[config.mk]
export PLATFORM = sky130hd
export DESIGN_NAME = blf_front_stage
export DESIGN_NICKNAME = d
export VERILOG_FILES = /design/src/assert_macros.svh /design/src/blf_pkg.sv /design/src/blf_front_stage.sv
export SDC_FILE = /design/constraint.sdc
export NUM_CORES = 1
export LEC_CHECK = 0
export ABC_AREA = 1
export BUFFER_PORTS_ARGS = -buffer_cell sky130_fd_sc_hd__buf_2
export CAP_MARGIN = 0
export CORE_AREA = 4 4 357 359
export CTS_CLUSTER_DIAMETER = 60
export DETAILED_ROUTE_END_ITERATION = 8
export DIE_AREA = 0 0 361 363
export PLACE_DENSITY_LB_ADDON = 0.25
export RECOVER_POWER = 100
export SETUP_SLACK_MARGIN = 0.05
export SLEW_MARGIN = 40
export SYNTH_ARGS = -nofsm -noshare
export SYNTH_HDL_FRONTEND = slang
export SYNTH_SLANG_ARGS = --single-unit
[constraint.sdc]
create_clock -name clock -period 11.1 [get_ports clock]
set_input_delay 2.775 -clock clock [delete_from_list [all_inputs] [get_ports clock]]
set_output_delay 2.775 -clock clock [all_outputs]
set_load 0.01 [all_outputs]
[src/assert_macros.svh]
// assertion macros used by the boost pipeline top level
// no dependencies
`ifndef ASSERT_MACROS_SVH
`define ASSERT_MACROS_SVH
// concurrent check on the rising clock edge, off while reset is high
`define ASSERT_CLK(label, clk, rst, prop, msg) \
   label: assert property (@(posedge clk) disable iff (rst) prop) else $error(msg);
// a condition that must never hold
`define ASSERT_NEVER(label, clk, rst, cond, msg) \
   `ASSERT_CLK(label, clk, rst, !(cond), msg)
`endif

[src/blf_pkg.sv]
// shared types, constants and helper functions for the lorentz boost pipeline
// no dependencies
`default_nettype none

package blf_pkg;

   localparam int COMP_WIDTH_DEF   = 48;
   localparam int CORDIC_STEPS_DEF = 30;
   localparam int ISQRT_STEPS      = 31;
   localparam int DIV_STEPS        = 32;

   // internal widths: angle, cordic vector, matrix entry
   localparam int ANG_W  = 35;
   localparam int CRD_W  = 34;
   localparam int MAT_W  = 48;
   localparam int HALF_W = MAT_W / 2;

   localparam logic signed [ANG_W-1:0] TWO_PI_Q30  = 35'sd6746518852;
   localparam logic signed [ANG_W-1:0] PI_Q30      = 35'sd3373259426;
   localparam logic signed [ANG_W-1:0] HALF_PI_Q30 = 35'sd1686629713;
   localparam logic signed [CRD_W-1:0] CORDIC_GAIN = 34'sd652032874;
   localparam logic signed [31:0]      ONE_Q30     = 32'sd1073741824;
   localparam logic signed [31:0]      NEG_ONE_Q30 = -32'sd1073741824;

   typedef logic signed [MAT_W-1:0] mval_type;

   // state carried through the shared cordic / square root / divider stages
   typedef struct packed {
      logic signed [ANG_W-1:0] ang;
      logic signed [CRD_W-1:0] cx;
      logic signed [CRD_W-1:0] cy;
      logic                    flip;
      logic [61:0]             sq_rem;
      logic [61:0]             sq_res;
      logic [33:0]             dv_rem;
      logic [31:0]             dv_lo;
      logic [32:0]             dv_den;
      logic [31:0]             dv_quo;
      logic signed [31:0]      beta;
      logic signed [31:0]      mu;
      logic [31:0]             gam;
   } front_type;

   // arctangent of 2^-idx in q30
   function automatic logic signed [ANG_W-1:0] atan_q30(input int idx);
      logic signed [ANG_W-1:0] val;
      case (idx)
         0: val = 35'sd843314857;
         1: val = 35'sd497837829;
         2: val = 35'sd263043837;
         3: val = 35'sd133525159;
         4: val = 35'sd67021687;
         5: val = 35'sd33543516;
         6: val = 35'sd16775851;
         7: val = 35'sd8388437;
         8: val = 35'sd4194283;
         9: val = 35'sd2097149;
         default: val = (idx >= 0 && idx <= 30) ? (35'sd1 <<< (30 - idx)) : '0;
      endcase
      return val;
   endfunction

   // limit a q30 value to plus or minus one
   function automatic logic signed [31:0] clamp_q30(input logic signed [35:0] v);
      logic signed [31:0] res;
      if (v > 36'(ONE_Q30)) begin
         res = ONE_Q30;
      end else if (v < 36'(NEG_ONE_Q30)) begin
         res = NEG_ONE_Q30;
      end else begin
         res = 32'(v);
      end
      return res;
   endfunction

endpackage

`default_nettype wire

[src/blf_front_stage.sv]
// one stage of the shared front end: a cordic rotation, a square root digit
// and a divider quotient bit side by side; depends on blf_pkg
`default_nettype none

module blf_front_stage
   import blf_pkg::*;
#(
   parameter int STEP         = 0,
   parameter int CORDIC_STEPS = CORDIC_STEPS_DEF
) (
   input  logic      clock,
   input  logic      en,
   input  front_type st_in,
   output front_type st_out
);

   localparam int SQ_EXP = (STEP < ISQRT_STEPS) ? 60 - 2 * STEP : 0;
   localparam int DV_IDX = (STEP < DIV_STEPS) ? 31 - STEP : 0;
   localparam logic [61:0] SQ_BIT = 62'd1 << SQ_EXP;
   localparam logic signed [ANG_W-1:0] ATAN = atan_q30(STEP);

   front_type st_in_w;
   front_type st_ff;
   logic signed [CRD_W-1:0] dx;
   logic signed [CRD_W-1:0] dy;
   logic [61:0] sq_trial;
   logic [33:0] dv_t;

   assign dx       = st_in.cy >>> STEP;
   assign dy       = st_in.cx >>> STEP;
   assign sq_trial = st_in.sq_res + SQ_BIT;
   assign dv_t     = {st_in.dv_rem[32:0], st_in.dv_lo[DV_IDX]};

   // next state of each unit, idle ones pass through
   always_comb begin
      st_in_w = st_in;
      if (STEP < CORDIC_STEPS) begin
         if (!st_in.ang[ANG_W-1]) begin
            st_in_w.cx  = st_in.cx - dx;
            st_in_w.cy  = st_in.cy + dy;
            st_in_w.ang = st_in.ang - ATAN;
         end else begin
            st_in_w.cx  = st_in.cx + dx;
            st_in_w.cy  = st_in.cy - dy;
            st_in_w.ang = st_in.ang + ATAN;
         end
      end
      if (STEP < ISQRT_STEPS) begin
         if (st_in.sq_rem >= sq_trial) begin
            st_in_w.sq_rem = st_in.sq_rem - sq_trial;
            st_in_w.sq_res = (st_in.sq_res >> 1) + SQ_BIT;
         end else begin
            st_in_w.sq_res = st_in.sq_res >> 1;
         end
      end
      if (STEP < DIV_STEPS) begin
         if (dv_t >= {1'b0, st_in.dv_den}) begin
            st_in_w.dv_rem = dv_t - {1'b0, st_in.dv_den};
            st_in_w.dv_quo = {st_in.dv_quo[30:0], 1'b1};
         end else begin
            st_in_w.dv_rem = dv_t;
            st_in_w.dv_quo = {st_in.dv_quo[30:0], 1'b0};
         end
      end
   end

   // stage register
   always_ff @(posedge clock) begin
      if (en) begin
         st_ff <= st_in_w;
      end
   end

   assign st_out = st_ff;

endmodule

`default_nettype wire

# ---- Word level (Yosys, flattened, before mapping)
# Index checks and enable logic that the tools add are counted.
dict set report word_totals {
  register_bits 455
  latchBits 0
  mem_bits_rw 0
  romBits 0
  output_inout_bits 455
  n_memories 0
}
dict set report op_classes {
  addsub 9
  multipliers 0
  n_div 0
  order_cmp 2
  n_eq_ne 0
  shifts 0
  n_mux 5
  bitwise_logic 0
  reduce_logical 0
}
# op count
set op_table {}
lappend op_table {{103-bit 2-to-1 mux} 1}
lappend op_table {{34-bit subtractor} 2}
lappend op_table {{61-bit by 61-bit adder with 62-bit output (second input constant)} 1}
lappend op_table {{62-bit by 61-bit adder with 62-bit output (second input constant)} 1}
lappend op_table {{62-bit >= comparator} 1}
lappend op_table {{62-bit 2-to-1 mux} 1}
lappend op_table {{62-bit subtractor} 1}
lappend op_table {{61-bit 2-to-1 mux} 1}
lappend op_table {{35-bit by 31-bit adder with 35-bit output (second input constant)} 1}
lappend op_table {{35-bit by 31-bit subtractor with 35-bit output (second input constant)} 1}
lappend op_table {{34-bit adder} 1}
lappend op_table {{34-bit by 33-bit >= comparator with 1-bit output} 1}
lappend op_table {{34-bit 2-to-1 mux} 1}
lappend op_table {{34-bit by 33-bit subtractor with 34-bit output} 1}
lappend op_table {{1-bit 2-to-1 mux} 1}

# ---- Logic depth before layout (Yosys ltp)
dict set report depth {
  depth_word 3
  depth_mapped 18
  ltp_nobuf 17
}

# ---- Least setup slack after synthesis
# OpenSTA, ideal clock, no wires.
dict set report synth_path {
  path_kind {input to register}
  start {input port st_in[454] (netlist name)}
  end {register st_ff (netlist bit st_out[453]) (data pin)}
  arrival_ns 5.350
  t_required_ns 10.848
  setup_slack_ns 5.498
  path_stages 15
  n_path_buf 3
  path_cell_list {clkbuf_1 > inv_1 > clkbuf_1 > buf_1 > ha_1 > a21oi_1 > nand2_1 > a21oi_1 > o21ai_0 > nand2_1 > nand2_1 > nand2_1 > nand2_1 > nand2_1 > nand2_1}
}
# element line_no
set synth_lines {}
lappend synth_lines {{start, declared} blf_front_stage.sv:13} ;# input front_type st_in,
lappend synth_lines {{end signal, assigned} blf_front_stage.sv:70} ;# st_ff <= st_in_w;
lappend synth_lines {{end, declared} blf_front_stage.sv:23} ;# front_type st_ff;

# ---- Final worst setup path
dict set report layout_path {
  start {input port en}
  end {register st_ff (netlist bit st_out[390]), enable pin}
}
# element line_no
set layout_lines {}
lappend layout_lines {{start, declared} blf_front_stage.sv:12} ;# input logic en,
# No word-level cell between the ends.

==> impl_metrics.xml <==
<?xml version="1.0" encoding="UTF-8"?>
<metrics>
  <group name="die">
    <metric name="boundaryPins" unit="">912</metric>
    <metric name="core-area" unit="sq um">124000</metric>
    <metric name="floorplan_row_count" unit="">129</metric>
    <metric name="floorplan.die_area" unit="sq um">131000</metric>
    <metric name="die_height" unit="um">363</metric>
    <metric name="chipWidth" unit="um">361</metric>
    <metric name="initial_standard_cell_utilization_of_the_core" unit="%">26.0</metric>
  </group>
  <group name="run_status">
    <metric name="violations" unit="">capacitance limit, slew limit</metric>
    <metric name="run_status" unit="">complete, but fails checks</metric>
  </group>
  <group name="grt">
    <metric name="number_of_global_route_vias_before_repair" unit="">31003</metric>
    <metric name="antenna_violations_before_repair" unit="">51</metric>
    <metric name="globalRoute.totalOverflow" unit="">0</metric>
    <metric name="grt_util_overall" unit="%">23.3</metric>
    <metric name="grt_max_degree" unit="">127</metric>
    <metric name="wire_length_of_the_first_global_routing_pass" unit="mm">221</metric>
  </group>
  <group name="drt">
    <metric name="vias_per_cell" unit="">4.74</metric>
    <metric name="drtAntennaViolNets" unit="">0</metric>
    <metric name="via_count" unit="">32414</metric>
    <metric name="detail_route.wirelength" unit="mm">159</metric>
    <metric name="drt_drc_violations_left" unit="">0</metric>
    <metric name="detailedRoute.firstPassIterationCount" unit="">6</metric>
    <metric name="drt_iter0_drc" unit="">2717</metric>
    <metric name="wire_per_inst" unit="um">23.3</metric>
  </group>
  <group name="final_layout">
    <metric name="drive_above_1_share" unit="%">9.77</metric>
    <metric name="final_nets" unit="">5834</metric>
    <metric name="syn_to_final_growth" unit="%">24.5</metric>
    <metric name="final_area" unit="sq um">40000</metric>
    <metric name="multi_input_area" unit="sq um">15500</metric>
    <metric name="fillers" unit="">13677</metric>
    <metric name="post-route-util" unit="%">32.3</metric>
    <metric name="finish.cell_count_without_fillers" unit="">6845</metric>
    <metric name="largest_reg_flops" unit="">454</metric>
    <metric name="seqCellArea" unit="sq um">13600</metric>
  </group>
  <group name="hold_path">
    <metric name="hold_path.startpoint" unit="">st_in[22]</metric>
    <metric name="holdPathEnd" unit="">st_out[22]</metric>
    <metric name="class_of_the_tightest_hold_or_removal_check" unit="">input pin to register</metric>
    <metric name="hold_depth" unit="">1</metric>
  </group>
  <group name="flow_run">
    <metric name="drv.max_cap_violation_count" unit="">8</metric>
  </group>
  <group name="synth">
    <metric name="syn_inst" unit="">4222</metric>
    <metric name="ys_top_cells_by_area" unit="">sky130_fd_sc_hd__edfxtp_1 42%, sky130_fd_sc_hd__nand2_1 16%, sky130_fd_sc_hd__ha_1 8.8%</metric>
    <metric name="synthSimpleGateAreaFrac" unit="%">28.1</metric>
    <metric name="asyncSetResetFlopFracSynth" unit="%">0</metric>
    <metric name="post_synth_fa_ha_maj_area_fraction" unit="%">9.21</metric>
    <metric name="synth_sequential_area_ratio" unit="%">42.4</metric>
    <metric name="yosys.area_share.xor_xnor" unit="%">2.89</metric>
    <metric name="synth.most_common_cell" unit="">sky130_fd_sc_hd__nand2_1</metric>
    <metric name="ys.warnings.count" unit="">0</metric>
    <metric name="synth_cell_types" unit="">46</metric>
    <metric name="mappedNetlistArea" unit="sq um">32200</metric>
    <metric name="synth.area.mux_share" unit="%">0</metric>
    <metric name="synth_compound_gate_area_share" unit="%">8.32</metric>
    <metric name="synth_top_family_by_area" unit="">simple AND/OR/NAND/NOR gates</metric>
    <metric name="post_synth_most_frequent_cells" unit="">1335 x sky130_fd_sc_hd__nand2_1, 670 x sky130_fd_sc_hd__inv_1, 454 x sky130_fd_sc_hd__edfxtp_1</metric>
    <metric name="post_synth_edffs" unit="">454</metric>
    <metric name="yosys_most_used_dff" unit="">sky130_fd_sc_hd__edfxtp_1</metric>
    <metric name="synth_area_per_cell" unit="sq um">7.62</metric>
    <metric name="yosysTopAreaCell" unit="">sky130_fd_sc_hd__edfxtp_1</metric>
    <metric name="post-synth-top-area-fraction" unit="%">42.4</metric>
    <metric name="synth_seq_cells" unit="">454</metric>
    <metric name="synth_fp_nets" unit="">4912</metric>
  </group>
  <group name="placed_design">
    <metric name="numPortBuffers" unit="">909</metric>
    <metric name="placed_cells_incl_taps" unit="">6712</metric>
    <metric name="gpl.final_weighted_congestion" unit="">0.963</metric>
    <metric name="detailed_place_hpwl" unit="mm">136</metric>
    <metric name="standard_cell_area_after_detailed_placement" unit="sq um">38600</metric>
  </group>
  <group name="critical_path">
    <metric name="cp-start-kind" unit="">input pin</metric>
    <metric name="timing.critical_path.required" unit="ns">11.39</metric>
    <metric name="timing.critical_path.arrival" unit="ns">8.35</metric>
    <metric name="cp_cell_sequence" unit="">clkbuf_1 &gt; clkbuf_1 &gt; buf_12 &gt; buf_16</metric>
    <metric name="setup.worst_path.class" unit="">input pin to register</metric>
    <metric name="category_of_the_worst_setup_path_capture_point" unit="">register</metric>
    <metric name="crit_path_frequent_cell" unit="">sky130_fd_sc_hd__clkbuf_1</metric>
    <metric name="slowest_delay" unit="ns">2.61</metric>
    <metric name="critPathSlowestCell" unit="">sky130_fd_sc_hd__clkbuf_1</metric>
    <metric name="worst-path-max-fanout" unit="">95</metric>
  </group>
  <group name="clock_network">
    <metric name="clk_transition_reported_paths" unit="ns">0.05</metric>
    <metric name="cts_tree" unit="">yes</metric>
    <metric name="number_of_hold_buffers_added_after_cts" unit="">0</metric>
    <metric name="cts_buffer_depth" unit="">3</metric>
    <metric name="cts_made_buffers" unit="">67</metric>
    <metric name="clock_tree.root_cell" unit="">sky130_fd_sc_hd__clkbuf_16</metric>
    <metric name="ctsResizeCount" unit="">0</metric>
    <metric name="cts_max_level" unit="">3</metric>
    <metric name="post-cts-setup-buffers" unit="">0</metric>
    <metric name="total_number_of_clock_tree_sinks" unit="">454</metric>
  </group>
  <group name="sta">
    <metric name="hold_viol_final" unit="">0</metric>
    <metric name="setup_viol" unit="">0</metric>
    <metric name="finalWorstPathRequiredPeriod" unit="ns">8.06</metric>
    <metric name="final_report_max_slew_violation_count" unit="">407</metric>
    <metric name="period_utilisation_layout" unit="%">72.6</metric>
    <metric name="slew_headroom" unit="%">-156</metric>
    <metric name="setup-tns-final" unit="ns">0</metric>
    <metric name="fmaxAchievable" unit="MHz">124</metric>
    <metric name="tightestPinTransition" unit="ns">3.84</metric>
    <metric name="setup_repair_after_global_routing_missed_its_margin" unit="">no</metric>
  </group>
  <group name="power">
    <metric name="leakagePower" unit="nW">18.9</metric>
    <metric name="power_per_cell_area" unit="nW/um^2">151</metric>
    <metric name="fin_total_pwr" unit="W">0.00606</metric>
    <metric name="vdd_ir_drop_max" unit="mV">0.102</metric>
  </group>
</metrics>
cells by family (layout without fill, tap and decap cells):
family	after synthesis	after routing
compound gates	498	498
fa+ha+maj	233	233
simple gates	2179	2179
flops	454	454
buf+inv	752	1721
xor+xnor	106	106
other cells	0	17
routing by layer:
layer	share of wire (%)	vias to the layer above	routed length [um]	global-route usage, %
met2	45	1235	71300	37.9
met5	0.12	-	199	0
met4	4.4	34	7080	8.22
met1	42	15333	67100	29.9
met3	8.5	226	13600	6.41
li1	-	15586	-	-
metrics by stage:
step           hold WS (ns)  worst slack (ns)
6_report               2.27              3.04
5_1_grt                2.21              2.68
4_1_cts                2.19              5.49
3_5_place_dp           2.95              4.77
3_3_place_gp           2.95              4.78
2_1_floorplan          2.87              5.50
area by class of cell:
cell class	instances	share of cell area, %
Timing Repair Buffer	920	9.91
Tap cell	1637	5.11
Clock buffer	77	4.33
Inverter	685	6.42
Clock inverter	39	1.29
Antenna cell	17	0.106
Sequential cell	454	34.0
Multi-Input combinational cell	3016	38.8
power breakdown:
| group | switching [W] | total [W] | internal, W |
|---|---|---|---|
| clock network | 0.000881 | 0.00221 | 0.00133 |
| logic | 0.00117 | 0.00164 | 0.000472 |
| registers | 0.0000750 | 0.00221 | 0.00213 |
cells in the final DEF (no fill, tap or decap), types with 14 or more instances in the layout:
master,n
sky130_fd_sc_hd__a21o_1,27
sky130_fd_sc_hd__a21oi_1,257
sky130_fd_sc_hd__buf_2,348
sky130_fd_sc_hd__clkbuf_1,575
sky130_fd_sc_hd__clkbuf_16,68
sky130_fd_sc_hd__diode_2,17
sky130_fd_sc_hd__edfxtp_1,454
sky130_fd_sc_hd__ha_1,227
sky130_fd_sc_hd__inv_1,670
sky130_fd_sc_hd__nand2_1,1342
sky130_fd_sc_hd__nand2_2,14
sky130_fd_sc_hd__nand3_1,337
sky130_fd_sc_hd__nand4_1,37
sky130_fd_sc_hd__nor2_1,358
sky130_fd_sc_hd__nor3_1,45
sky130_fd_sc_hd__o21ai_0,161
sky130_fd_sc_hd__xnor2_1,18
sky130_fd_sc_hd__xor2_1,88
worst max-delay path by stage:
| stage | cells after the start | from | end | slack (ns) |
|---|---|---|---|---|
| after detailed placement | 17 | st_in[227] | st_out[338] | 4.77 |
| after global routing | 4 | en | st_out[356] | 2.68 |
| after global placement | 17 | st_in[227] | st_out[338] | 4.78 |
| after CTS | 17 | st_in[227] | st_out[338] | 5.49 |
| final | 4 | en | st_out[390] | 3.04 |
| after floorplan | 15 | st_in[454] | st_out[453] | 5.50 |
worst max-delay path, delay by kind of cell:
family                 cells  cell delay [ns]
buffers and inverters      4             5.26
Note: power is estimated with default switching activity, not from simulation.
